## config.mk

```make
export PLATFORM = sky130hd
export DESIGN_NAME = circle_outline_point_generator_top
export DESIGN_NICKNAME = d
export VERILOG_FILES = /design/src/rtl/core/cop_pkg.sv /design/src/rtl/core/cop_prep.sv /design/src/rtl/core/cop_sqrt.sv /design/src/rtl/core/cop_out.sv /design/src/rtl/core/circle_outline_point_generator_top.sv
export SDC_FILE = /design/constraint.sdc
export NUM_CORES = 1
export LEC_CHECK = 0
export ABC_CLOCK_PERIOD_IN_PS = 8400
export BUFFER_PORTS_ARGS = -buffer_cell sky130_fd_sc_hd__buf_2
export CAP_MARGIN = 10
export CORE_MARGIN = 1.5
export CORE_UTILIZATION = 48
export DETAILED_ROUTE_END_ITERATION = 10
export PLACE_DENSITY = 0.71
export SYNTH_ARGS = -nofsm -noshare
export SYNTH_HDL_FRONTEND = slang
export SYNTH_SLANG_ARGS = --single-unit
```

## constraint.sdc

```tcl
create_clock -name clk_i -period 8.4 [get_ports clk_i]
set_input_delay 0.84 -clock clk_i [delete_from_list [all_inputs] [get_ports clk_i]]
set_output_delay 0.84 -clock clk_i [all_outputs]
set_load 0.005 [all_outputs]
```

## src/rtl/core/cop_pkg.sv

```systemverilog
`timescale 1ns / 1ps
`default_nettype none
// ----------------------------------------------------------------------------
// cop_pkg
// shared types, register indexes, status codes and the square root step
// ----------------------------------------------------------------------------
package cop_pkg;

  localparam int unsigned SizeBits   = 13;
  localparam int unsigned CenterBits = 12;
  localparam int unsigned RadiusBits = 11;
  localparam int unsigned ColorBits  = 24;
  localparam int unsigned OffsetBits = 12;
  localparam int unsigned SquareBits = 2 * RadiusBits;
  localparam int unsigned RemBits    = RadiusBits + 1;
  localparam int unsigned CfgIdxBits = 3;

  typedef enum logic [CfgIdxBits-1:0] {
    REG_IMAGE_WIDTH   = 3'd0,
    REG_IMAGE_HEIGHT  = 3'd1,
    REG_CENTER_COL    = 3'd2,
    REG_CENTER_ROW    = 3'd3,
    REG_CIRCLE_RADIUS = 3'd4,
    REG_FILL_COLOR    = 3'd5
  } reg_idx_e;

  typedef enum logic [1:0] {
    STATUS_OK       = 2'd0,
    STATUS_OUTSIDE  = 2'd1,
    STATUS_TOO_BIG  = 2'd2,
    STATUS_TOO_FAR  = 2'd3
  } status_e;

  typedef struct packed {
    logic [SizeBits-1:0]   image_width;
    logic [SizeBits-1:0]   image_height;
    logic [CenterBits-1:0] center_col;
    logic [CenterBits-1:0] center_row;
    logic [RadiusBits-1:0] circle_radius;
    logic [ColorBits-1:0]  fill_color;
  } cfg_t;

  typedef struct packed {
    logic                  func;
    logic                  neg;
    logic [OffsetBits-1:0] mag;
    status_e               status;
  } item_t;

  typedef struct packed {
    logic [RemBits-1:0]    rem;
    logic [RadiusBits-1:0] root;
  } root_t;

  typedef struct packed {
    item_t                 item;
    logic [SquareBits-1:0] n;
  } sq_in_t;

  typedef struct packed {
    item_t item;
    root_t res;
  } sq_out_t;

  typedef struct packed {
    status_e               status;
    logic [SizeBits-1:0]   first_col;
    logic [SizeBits-1:0]   first_row;
    logic [SizeBits-1:0]   second_col;
    logic [SizeBits-1:0]   second_row;
    logic [7:0]            red;
    logic [7:0]            green;
    logic [7:0]            blue;
  } result_t;

  // one digit of the restoring square root, two radicand bits in
  function automatic root_t sqrt_step(root_t cur, logic [1:0] pair);
    logic [RemBits+1:0] acc;
    logic [RemBits+1:0] trial;
    root_t              nxt;
    acc   = {cur.rem, pair};
    trial = {1'b0, cur.root, 2'b01};
    if (acc >= trial) begin
      nxt.rem  = RemBits'(acc - trial);
      nxt.root = {cur.root[RadiusBits-2:0], 1'b1};
    end else begin
      nxt.rem  = acc[RemBits-1:0];
      nxt.root = {cur.root[RadiusBits-2:0], 1'b0};
    end
    return nxt;
  endfunction

endpackage
`default_nettype wire

```

## src/rtl/core/cop_prep.sv

```systemverilog
`timescale 1ns / 1ps
`default_nettype none
// ----------------------------------------------------------------------------
// cop_prep
// three stages: offset magnitude and status, squares, radicand
// ----------------------------------------------------------------------------
module cop_prep (
  input  wire logic                           clk_i,
  input  wire logic                           rst_ni,
  input  wire cop_pkg::cfg_t                  cfg_i,
  input  wire logic                           valid_i,
  output logic                                ready_o,
  input  wire logic                           func_i,
  input  wire logic [cop_pkg::OffsetBits-1:0] offset_i,
  output logic                                valid_o,
  input  wire logic                           ready_i,
  output cop_pkg::sq_in_t                     data_o
);

  logic [2:0] valid_q;
  logic [2:0] rdy;

  cop_pkg::item_t a_item_d, a_item_q;
  cop_pkg::item_t b_item_q, c_item_q;
  logic [cop_pkg::SquareBits-1:0] b_rr_q, b_mm_q, c_n_q, c_n_d;
  logic [cop_pkg::SquareBits-1:0] rad_w, mag_w;

  logic [cop_pkg::SizeBits-1:0] cc_ext, cr_ext, dx, dy, r_ext;
  logic                         outside, too_big, too_far;

  assign rdy[2]  = !valid_q[2] || ready_i;
  assign rdy[1]  = !valid_q[1] || rdy[2];
  assign rdy[0]  = !valid_q[0] || rdy[1];
  assign ready_o = rdy[0];

  always_comb begin
    cc_ext  = {1'b0, cfg_i.center_col};
    cr_ext  = {1'b0, cfg_i.center_row};
    r_ext   = {2'b00, cfg_i.circle_radius};
    dx      = ((cfg_i.image_width - cc_ext) < cc_ext) ? cfg_i.image_width - cc_ext : cc_ext;
    dy      = ((cfg_i.image_height - cr_ext) < cr_ext) ? cfg_i.image_height - cr_ext : cr_ext;
    outside = (cc_ext >= cfg_i.image_width) || (cr_ext >= cfg_i.image_height);
    too_big = (r_ext >= dx) || (r_ext >= dy);

    a_item_d.func = func_i;
    a_item_d.neg  = offset_i[cop_pkg::OffsetBits-1];
    a_item_d.mag  = a_item_d.neg ? -offset_i : offset_i;
    too_far       = a_item_d.mag > {1'b0, cfg_i.circle_radius};
    if (outside) begin
      a_item_d.status = cop_pkg::STATUS_OUTSIDE;
    end else if (too_big) begin
      a_item_d.status = cop_pkg::STATUS_TOO_BIG;
    end else if (too_far) begin
      a_item_d.status = cop_pkg::STATUS_TOO_FAR;
    end else begin
      a_item_d.status = cop_pkg::STATUS_OK;
    end

    rad_w = {{(cop_pkg::SquareBits-cop_pkg::RadiusBits){1'b0}}, cfg_i.circle_radius};
    mag_w = {{(cop_pkg::SquareBits-cop_pkg::RadiusBits){1'b0}},
             a_item_q.mag[cop_pkg::RadiusBits-1:0]};

    c_n_d = (b_item_q.status == cop_pkg::STATUS_OK) ? b_rr_q - b_mm_q : '0;
  end

  always_ff @(posedge clk_i or negedge rst_ni) begin
    if (!rst_ni) begin
      valid_q <= '0;
    end else begin
      if (rdy[0]) valid_q[0] <= valid_i;
      if (rdy[1]) valid_q[1] <= valid_q[0];
      if (rdy[2]) valid_q[2] <= valid_q[1];
    end
  end

  always_ff @(posedge clk_i) begin
    if (rdy[0] && valid_i) begin
      a_item_q <= a_item_d;
    end
    if (rdy[1] && valid_q[0]) begin
      b_item_q <= a_item_q;
      b_rr_q   <= rad_w * rad_w;
      b_mm_q   <= mag_w * mag_w;
    end
    if (rdy[2] && valid_q[1]) begin
      c_item_q <= b_item_q;
      c_n_q    <= c_n_d;
    end
  end

  assign valid_o     = valid_q[2];
  assign data_o.item = c_item_q;
  assign data_o.n    = c_n_q;

endmodule
`default_nettype wire

```

## src/rtl/core/cop_sqrt.sv

```systemverilog
`timescale 1ns / 1ps
`default_nettype none
// ----------------------------------------------------------------------------
// cop_sqrt
// pipelined restoring square root, four, four and three digits per stage
// ----------------------------------------------------------------------------
module cop_sqrt (
  input  wire logic             clk_i,
  input  wire logic             rst_ni,
  input  wire logic             valid_i,
  output logic                  ready_o,
  input  wire cop_pkg::sq_in_t  data_i,
  output logic                  valid_o,
  input  wire logic             ready_i,
  output cop_pkg::sq_out_t      data_o
);

  localparam int unsigned Digits = cop_pkg::RadiusBits;

  logic [2:0] valid_q;
  logic [2:0] rdy;

  cop_pkg::sq_in_t s0_in_q, s1_in_q, s2_in_q;
  cop_pkg::root_t  s0_d, s1_d, s2_d;
  cop_pkg::root_t  s0_q, s1_q, s2_q;

  assign rdy[2]  = !valid_q[2] || ready_i;
  assign rdy[1]  = !valid_q[1] || rdy[2];
  assign rdy[0]  = !valid_q[0] || rdy[1];
  assign ready_o = rdy[0];

  always_comb begin
    s0_d = '0;
    for (int i = 0; i < 4; i++) begin
      s0_d = cop_pkg::sqrt_step(s0_d, data_i.n[2*(Digits-1-i) +: 2]);
    end
    s1_d = s0_q;
    for (int i = 4; i < 8; i++) begin
      s1_d = cop_pkg::sqrt_step(s1_d, s0_in_q.n[2*(Digits-1-i) +: 2]);
    end
    s2_d = s1_q;
    for (int i = 8; i < Digits; i++) begin
      s2_d = cop_pkg::sqrt_step(s2_d, s1_in_q.n[2*(Digits-1-i) +: 2]);
    end
  end

  always_ff @(posedge clk_i or negedge rst_ni) begin
    if (!rst_ni) begin
      valid_q <= '0;
    end else begin
      if (rdy[0]) valid_q[0] <= valid_i;
      if (rdy[1]) valid_q[1] <= valid_q[0];
      if (rdy[2]) valid_q[2] <= valid_q[1];
    end
  end

  always_ff @(posedge clk_i) begin
    if (rdy[0] && valid_i) begin
      s0_in_q <= data_i;
      s0_q    <= s0_d;
    end
    if (rdy[1] && valid_q[0]) begin
      s1_in_q <= s0_in_q;
      s1_q    <= s1_d;
    end
    if (rdy[2] && valid_q[1]) begin
      s2_in_q <= s1_in_q;
      s2_q    <= s2_d;
    end
  end

  assign valid_o     = valid_q[2];
  assign data_o.item = s2_in_q.item;
  assign data_o.res  = s2_q;

`ifndef NO_ASSERTIONS
  // after four digits only the low four root bits can be set
  a_first_digits : assert property (@(posedge clk_i) disable iff (!rst_ni)
    valid_q[0] |-> (s0_q.root[Digits-1:4] == '0))
    else $error("root has bits above the digits done");

  // remainder of a finished root never exceeds twice the root
  a_rem_bound : assert property (@(posedge clk_i) disable iff (!rst_ni)
    valid_q[2] |-> ({1'b0, s2_q.rem} <= {1'b0, s2_q.root, 1'b0}))
    else $error("square root remainder out of range");

  // a stalled last stage keeps its root
  a_stall_hold : assert property (@(posedge clk_i) disable iff (!rst_ni)
    valid_q[2] && !ready_i |=> valid_q[2] && $stable(s2_q))
    else $error("last root stage changed under stall");
`endif

endmodule
`default_nettype wire

```

## src/rtl/core/cop_out.sv

```systemverilog
`timescale 1ns / 1ps
`default_nettype none
// ----------------------------------------------------------------------------
// cop_out
// rounding of the root, outline coordinates and the output register
// ----------------------------------------------------------------------------
module cop_out (
  input  wire logic             clk_i,
  input  wire logic             rst_ni,
  input  wire cop_pkg::cfg_t    cfg_i,
  input  wire logic             valid_i,
  output logic                  ready_o,
  input  wire cop_pkg::sq_out_t data_i,
  output logic                  valid_o,
  input  wire logic             ready_i,
  output cop_pkg::result_t      data_o
);

  logic                               valid_q;
  cop_pkg::result_t                   res_d, res_q;
  logic [cop_pkg::RemBits-1:0]        root_ext, s;
  logic [cop_pkg::SizeBits-1:0]       cc_ext, cr_ext, s_ext, mag_ext, line;

  assign ready_o = !valid_q || ready_i;

  always_comb begin
    root_ext = {1'b0, data_i.res.root};
    s        = root_ext + {{(cop_pkg::RemBits-1){1'b0}}, (data_i.res.rem > root_ext)};
    cc_ext   = {1'b0, cfg_i.center_col};
    cr_ext   = {1'b0, cfg_i.center_row};
    s_ext    = {1'b0, s};
    mag_ext  = {1'b0, data_i.item.mag};

    res_d.status = data_i.item.status;
    res_d.red    = cfg_i.fill_color[23:16];
    res_d.green  = cfg_i.fill_color[15:8];
    res_d.blue   = cfg_i.fill_color[7:0];
    line         = '0;
    res_d.first_col  = '0;
    res_d.first_row  = '0;
    res_d.second_col = '0;
    res_d.second_row = '0;
    if (data_i.item.status == cop_pkg::STATUS_OK) begin
      if (!data_i.item.func) begin
        line             = data_i.item.neg ? cc_ext - mag_ext : cc_ext + mag_ext;
        res_d.first_col  = line;
        res_d.second_col = line;
        res_d.first_row  = cr_ext + s_ext;
        res_d.second_row = cr_ext - s_ext;
      end else begin
        line             = data_i.item.neg ? cr_ext - mag_ext : cr_ext + mag_ext;
        res_d.first_row  = line;
        res_d.second_row = line;
        res_d.first_col  = cc_ext + s_ext;
        res_d.second_col = cc_ext - s_ext;
      end
    end
  end

  always_ff @(posedge clk_i or negedge rst_ni) begin
    if (!rst_ni) begin
      valid_q <= 1'b0;
    end else if (ready_o) begin
      valid_q <= valid_i;
    end
  end

  always_ff @(posedge clk_i) begin
    if (ready_o && valid_i) begin
      res_q <= res_d;
    end
  end

  assign valid_o = valid_q;
  assign data_o  = res_q;

endmodule
`default_nettype wire

```

## src/rtl/core/circle_outline_point_generator_top.sv

```systemverilog
`timescale 1ns / 1ps
`default_nettype none
// ----------------------------------------------------------------------------
// circle_outline_point_generator_top
// circle outline points for one swept column or row
// ----------------------------------------------------------------------------
// Requests enter on the in channel (func, sweep offset) under valid/ready and
// leave on the out channel with status, two outline points and the fill
// colour channels. The circle and image are set through the write port
// (write enable, register index, data). The user must set them only while
// no request is in flight; the block itself does not enforce this.
// Requests pass three stages for the status check, the squares and the
// radicand, three stages of the square root (four, four and three digits)
// and the output register. One request is taken every cycle while
// out_ready_i stays high. Each stage holds its own valid bit, so when the
// receiver stalls the stages fill up and in_ready_o falls only once all
// seven are full; nothing is lost or repeated. Reset empties the pipeline
// and loads the register reset values (1024 by 1024 image, centre and
// radius zero, colour black). Coordinates are wrapped to COORD_BITS bits.
// ----------------------------------------------------------------------------
module circle_outline_point_generator_top #(
  parameter int unsigned COORD_BITS = 12
) (
  input  wire logic                           clk_i,
  input  wire logic                           rst_ni,
  input  wire logic                           cfg_we_i,
  input  wire logic [cop_pkg::CfgIdxBits-1:0] cfg_index_i,
  input  wire logic [cop_pkg::ColorBits-1:0]  cfg_data_i,
  input  wire logic                           in_valid_i,
  output logic                                in_ready_o,
  input  wire logic                           func_i,
  input  wire logic [cop_pkg::OffsetBits-1:0] sweep_offset_i,
  output logic                                out_valid_o,
  input  wire logic                           out_ready_i,
  output logic [1:0]                          status_o,
  output logic [COORD_BITS-1:0]               first_col_o,
  output logic [COORD_BITS-1:0]               first_row_o,
  output logic [COORD_BITS-1:0]               second_col_o,
  output logic [COORD_BITS-1:0]               second_row_o,
  output logic [7:0]                          red_o,
  output logic [7:0]                          green_o,
  output logic [7:0]                          blue_o
);

  cop_pkg::cfg_t    cfg_q;
  cop_pkg::sq_in_t  prep_data;
  cop_pkg::sq_out_t root_data;
  cop_pkg::result_t res;
  logic             prep_valid, prep_ready, root_valid, root_ready;

  always_ff @(posedge clk_i or negedge rst_ni) begin
    if (!rst_ni) begin
      cfg_q.image_width   <= 13'd1024;
      cfg_q.image_height  <= 13'd1024;
      cfg_q.center_col    <= '0;
      cfg_q.center_row    <= '0;
      cfg_q.circle_radius <= '0;
      cfg_q.fill_color    <= '0;
    end else if (cfg_we_i) begin
      unique case (cfg_index_i)
        cop_pkg::REG_IMAGE_WIDTH:   cfg_q.image_width   <= cfg_data_i[cop_pkg::SizeBits-1:0];
        cop_pkg::REG_IMAGE_HEIGHT:  cfg_q.image_height  <= cfg_data_i[cop_pkg::SizeBits-1:0];
        cop_pkg::REG_CENTER_COL:    cfg_q.center_col    <= cfg_data_i[cop_pkg::CenterBits-1:0];
        cop_pkg::REG_CENTER_ROW:    cfg_q.center_row    <= cfg_data_i[cop_pkg::CenterBits-1:0];
        cop_pkg::REG_CIRCLE_RADIUS: cfg_q.circle_radius <= cfg_data_i[cop_pkg::RadiusBits-1:0];
        cop_pkg::REG_FILL_COLOR:    cfg_q.fill_color    <= cfg_data_i;
        default: ;
      endcase
    end
  end

  cop_prep u_prep (
    .clk_i    (clk_i),
    .rst_ni   (rst_ni),
    .cfg_i    (cfg_q),
    .valid_i  (in_valid_i),
    .ready_o  (in_ready_o),
    .func_i   (func_i),
    .offset_i (sweep_offset_i),
    .valid_o  (prep_valid),
    .ready_i  (prep_ready),
    .data_o   (prep_data)
  );

  cop_sqrt u_sqrt (
    .clk_i   (clk_i),
    .rst_ni  (rst_ni),
    .valid_i (prep_valid),
    .ready_o (prep_ready),
    .data_i  (prep_data),
    .valid_o (root_valid),
    .ready_i (root_ready),
    .data_o  (root_data)
  );

  cop_out u_out (
    .clk_i   (clk_i),
    .rst_ni  (rst_ni),
    .cfg_i   (cfg_q),
    .valid_i (root_valid),
    .ready_o (root_ready),
    .data_i  (root_data),
    .valid_o (out_valid_o),
    .ready_i (out_ready_i),
    .data_o  (res)
  );

  assign status_o     = res.status;
  assign first_col_o  = COORD_BITS'(res.first_col);
  assign first_row_o  = COORD_BITS'(res.first_row);
  assign second_col_o = COORD_BITS'(res.second_col);
  assign second_row_o = COORD_BITS'(res.second_row);
  assign red_o        = res.red;
  assign green_o      = res.green;
  assign blue_o       = res.blue;

endmodule
`default_nettype wire
```

==> flow_summary.yaml, run 1 <==
grt:
  grt_pass1_vias: 21837
  antenna_found_initial: 1
  track_usage_pct: 21.1
  grt_pass1_wl_um: 112000
  gr-total-overflow: 0
  grt_max_degree: 73
routing:
  wire_per_inst_um: 17.1
  dr.pass1.iters: 5
  ant_nets: 0
  viasPerCell: 5.37
  drtIter0Drc: 1168
  wirelength_um: 69100
  drc: 0
  via_count: 21784
setup_path:
  worst-path-stages: 32
  critPathMaxFanout: 10
  worstSetupPathType: "register to register"
  crit_family: "simple AND/OR/NAND/NOR gates"
  crit_end: "u_sqrt.s1_q[16]"
  r2r_setup_slack_ps: 580
  required_ps: 8750
  reg2reg_from: "u_sqrt.s0_q[3]"
  worst_path_largest_cell_delay_ps: 410
  r2r_cells: 32
  path_buf_inv: 4
  rr_endpoint: "u_sqrt.s1_q[16]"
  slowest_stage: "a311o_1"
  setup.worst_path.end_class: "register"
  setup.worst_path.start_class: "register"
  critPathArrivalTime_ps: 8170
  crit_path_start: "u_sqrt.s0_q[3]"
final_layout:
  diodes: 0
  area_growth_pct: 11.0
  fin_util_pct: 53.6
  fin_nets: 3702
  fillers: 5582
  drive_gt1_share_pct: 11.5
  fin_cells: 4055
  multi_input_area_sq_um: 17900
  seq_area_sq_um: 11600
clock_network:
  root_buffer: "clkbuf_16"
  cts_inserted_buffers: 46
  cts_tree: "built"
  cts.htree.levels: 2
  cts_hold_buf: 0
  clockBufferDepth: 3
  cts.sink_count: 402
  clkSlewWorstSetupHoldPaths_ps: 60
  insertion_delay_ps: 600
floorplanning:
  die_w_um: 257
  io_pins: 121
  core_sq_um: 64200
  dieHeight_um: 257
  rows: 93
  dieArea_sq_um: 66200
  initial_core_util_pct: 48.3
sta:
  whs_ps: 199
  min_period_ps: 7820
  rsz0062_at_grt: "no"
  maxSlewViolCount: 0
  post-route-period-util_pct: 93.1
  tns_ps: 0
  worst_pin_slew_ps: 1230
  fmax_ghz: 0.128
  setup_viol: 0
  finClkSkew_ps: 30.7
  slew_headroom_pct: 17.2
  hold_viol: 0
run:
  drv_cap: 0
logic_synthesis:
  avgSynthCellArea_sq_um: 10.3
  ys.flop_type: "edfxtp_1"
  async_flop_share_pct: 22.9
  ys_warn_count: 0
  postSynthCellCount: 3021
  netlist_area_sq_um: 31000
  ys_seq_area_share_pct: 37.4
  synth.ff_latch_count: 402
  synth-edff-count: 310
  synth.distinct_cells: 87
placement:
  hpwlAfterDp_um: 53400
  port_buffers: 120
  placedCellCount: 3965
  gp_congestion: 0.895
run_status:
  status: "finished clean"
hold_path:
  hold_path.class: "primary input to asynchronous set/reset pin"
-- worst min-delay path by stage --
stage | endpoint | depth (start not counted) | startpoint | slack, ps
2_1_floorplan | u_prep.b_item_q[0] | 0 | u_prep.a_item_q[0] | 400
3_3_place_gp | u_prep.data_o[29] | 0 | u_prep.b_item_q[7] | 400
3_5_place_dp | u_prep.data_o[33] | 0 | u_prep.b_item_q[11] | 400
4_1_cts | cfg_q[80] | 1 | rst_ni | 190
5_1_grt | cfg_q[18] | 1 | rst_ni | 220
6_report | cfg_q[18] | 1 | rst_ni | 200
-- what timing repair did --
item | 4_1_cts | 5_1_grt
pin swaps | 1 | 1
buffers inserted | 1 | 3
gates cloned | 0 | 0
endpoints found under the setup margin | 5 | 13
gates resized for setup | 0 | 6
-- Yosys cell counts, types with 46 or more instances --
library cell | instances | area [sq um]
a21o_1 | 53 | 398
xnor2_1 | 164 | 1440
nand2_1 | 191 | 717
clkbuf_1 | 53 | 199
edfxtp_1 | 310 | 9310
o21ai_0 | 118 | 591
mux2_2 | 78 | 878
inv_1 | 367 | 1380
and2_1 | 46 | 288
dfrtp_1 | 90 | 2250
nor2_1 | 231 | 867
xor2_1 | 66 | 578
ha_1 | 360 | 4500
fa_1 | 135 | 2700
a21oi_1 | 232 | 1160
-- cell usage in the layout, fill, tap and decap left out, types with 8 or more instances in the layout --
cell type and instances:
inv_1 367, ha_1 360, edfxtp_1 310, nor2_1 231, a21oi_1 230, nand2_1 190
xnor2_1 164, fa_1 135, buf_2 119, o21ai_0 117, dfrtp_1 90, mux2_2 78
xor2_1 66, a21o_1 53, clkbuf_16 46, and2_1 44, o21bai_1 43, nor3_1 42
o21a_1 40, nand3_1 37, buf_4 35, nand2b_1 33, nor2b_1 33, nand4_1 19
and3_1 19, mux2i_1 19, or3_1 16, a21boi_0 14, o211ai_1 13, clkinv_1 13
nand3b_1 13, or2_2 12, a211oi_1 12, nor4_1 12, o31ai_1 11, a31oi_1 10
clkinv_2 8
-- routing by layer --
layer | vias to the layer above | GRT usage [%] | share of wire [%]
met3 | 96 | 2.23 | 3.9
li1 | 10777 | - | -
met5 | - | 0 | 0
met4 | 0 | 5.70 | 2.2
met2 | 443 | 36.3 | 48
met1 | 10468 | 28.1 | 46
-- layout make-up --
| cell class | instances | area share, % |
|---|---|---|
| timing repair buffer | 154 | 2.49 |
| clock buffer | 50 | 3.44 |
| inverter | 378 | 4.12 |
| tap | 855 | 3.11 |
| clock inverter | 36 | 1.29 |
| sequential | 402 | 33.7 |
| multi-input combinational | 2180 | 51.8 |
-- registers in the layout, summed over array words and instances (netlist names) --
name / flops
cfg_q: 85
u_out.data_o: 72
u_out.valid_o: 1
u_prep.a_item_q: 16
u_prep.b_item_q: 15
u_prep.b_mm_q: 21
u_prep.b_rr_q: 21
u_prep.c_n_q: 22
u_prep.data_o: 16
u_prep.valid_q: 3
u_sqrt.data_o: 39
u_sqrt.s0_in_q: 30
u_sqrt.s0_q: 16
u_sqrt.s1_in_q: 22
u_sqrt.s1_q: 20
u_sqrt.valid_q: 3
-- through the flow --
stage | setup slack [ps] | area (sq um)
detailed placement | 6.50 | 32800
finish | 580 | 34400
floorplan | 527 | 31100
CTS | 12.3 | 34400
global route | 66.7 | 34400
global placement | 107 | 32800
-- cell families after synthesis --
family | Yosys count | share of synthesized area (%)
compound gates | 610 | 12.3
xor+xnor | 230 | 6.49
fa+ha+maj | 495 | 23.2
buf+inv | 442 | 5.39
flops | 402 | 37.4
mux | 104 | 3.76
other cells | 1 | 0.0121
simple gates | 737 | 11.4
Power of run 1 is not shown: default switching activity piles up to over one toggle a cycle in this logic, so the estimate is an artifact.
==> run 2: changes to the inputs <==
Settings changed: CORE_UTILIZATION 48 to 58, CTS_CLUSTER_DIAMETER from default to 60, PLACE_DENSITY 0.71 to 0.82.
==> flow_summary.yaml, run 2 (synthesized netlist as in run 1, its figures left out) <==
final_layout:
  fin_nets: 3693
  drive_gt1_share_pct: 11.0
  layout_commonest_cell: "inv_1"
  largest_register_ffs: 85
  area_growth_pct: 9.68
  final_cell_mix: "inv_1 (366), ha_1 (360), edfxtp_1 (310)"
  fillers: 4026
  diodes: 0
  regMostFlops: "cfg_q"
clock_network:
  insertion_delay_ps: 580
  cts.htree.levels: 2
  cts.sink_count: 402
  cts_hold_buf: 0
  clockBufferDepth: 3
  clkSlewWorstSetupHoldPaths_ps: 60
  cts_inserted_buffers: 44
  root_buffer: "clkbuf_16"
  cts_tree: "built"
sta:
  worst_pin_slew_ps: 1160
  maxSlewViolCount: 0
  min_period_ps: 7800
  finClkSkew_ps: 13.4
  rsz0062_at_grt: "no"
  post-route-period-util_pct: 92.9
  timing.final.ws_setup_ps: 596
  hold_viol: 0
  tns_ps: 0
  fmax_ghz: 0.128
  slew_headroom_pct: 20.9
  setup_viol: 0
routing:
  drc: 3
  viasPerCell: 5.78
  wirelength_um: 72800
  via_count: 22410
  wire_per_inst_um: 18.8
  dr.pass1.iters: 10
  drtIter0Drc: 1435
  ant_nets: 0
placement:
  hpwlAfterDp_um: 55900
  pre_cts_ws_ps: -93.6
  gp_congestion: 0.938
  port_buffers: 120
grt:
  grt_pass1_vias: 23045
  grt_max_degree: 73
  gr-total-overflow: 0
  antenna_found_initial: 0
  track_usage_pct: 27.2
  grt_pass1_wl_um: 118000
setup_path:
  worstSetupPathType: "register to register"
  critPathArrivalTime_ps: 8130
  critPathMaxFanout: 14
  setup.worst_path.end_class: "register"
  required_ps: 8730
  crit_path_frequent_cell: "ha_1"
  worst_path_largest_cell_delay_ps: 470
  slowest_stage: "edfxtp_1"
  setup.worst_path.start_class: "register"
floorplanning:
  io_pins: 121
  die_w_um: 234
  core_sq_um: 52800
  dieHeight_um: 234
  rows: 84
  initial_core_util_pct: 58.8
  dieArea_sq_um: 54900
run:
  drv_cap: 0
hold_path:
  hold_path.class: "primary input to asynchronous set/reset pin"
run_status:
  status: "finished with violations"
  violations: "DRC"
## run 2: cell count changes in the layout (fill, tap and decap cells not counted), sizes merged
cell      change
clkinv        -3
buf           -7
clkinvlp      -5
bufinv        -1
inv           +1
clkbuf        +4
## run 2: timing repair
item,in CTS,in global routing
setup endpoints to repair,6,13
gates resized for setup,2,3
pin swaps,0,3
setup buffers,0,3
## run 2: final cells by class
class	count	area, sq um	share of cell area (%)
multi-input combinational	2180	17800	52.4
inverter	378	1420	4.17
clock inverter	28	322	0.944
clock buffer	54	1180	3.47
sequential	402	11600	34.1
tap	688	861	2.53
timing repair buffer	147	806	2.37
## run 2: worst paths after layout
kind | start | to | slack, ps | cells after the start
setup / recovery | u_sqrt.s0_q[14] | u_sqrt.s1_q[18] | 600 | 32
hold / removal | rst_ni | cfg_q[75] | 160 | 1
hold reg to reg | u_sqrt.s0_in_q[2] | u_sqrt.s1_in_q[2] | 410 | 0
min in group clk_i | u_sqrt.s0_in_q[2] | u_sqrt.s1_in_q[2] | 410 | 0
setup reg to reg | u_sqrt.s0_q[14] | u_sqrt.s1_q[18] | 600 | 32
max in group asynchronous | rst_ni | cfg_q[71] | 7010 | 2
## run 2: metrics by stage
stage / util (%) / hold WS (ps) / instance area, sq um / cells
2_1_floorplan: - / 400 / 31100 / 3024
3_3_place_gp: 61.6 / 402 / 32500 / 3792
5_1_grt: 64.5 / 179 / 34000 / 3877
3_5_place_dp: 61.6 / 405 / 32500 / 3792
6_report: 64.5 / 161 / 34000 / 3877
4_1_cts: 64.5 / 152 / 34000 / 3874
## run 2: layer usage
layer	GRT usage [%]	part of all wire [%]	wire length (um)
met5	0	0	0
met3	2.70	4.2	3060
met2	47.2	49	35700
met1	35.1	43	31400
met4	10.6	3.7	2670
## run 2: worst max-delay path: cells and delay by family (launching register included)
family          cells  cell delay, ps
compound gates      6            1480
fa+ha+maj           4            1370
buf+inv             3             460
flops               1             470
mux                 4             990
simple gates       15            2790
Power of run 2 is left out for the same reason.
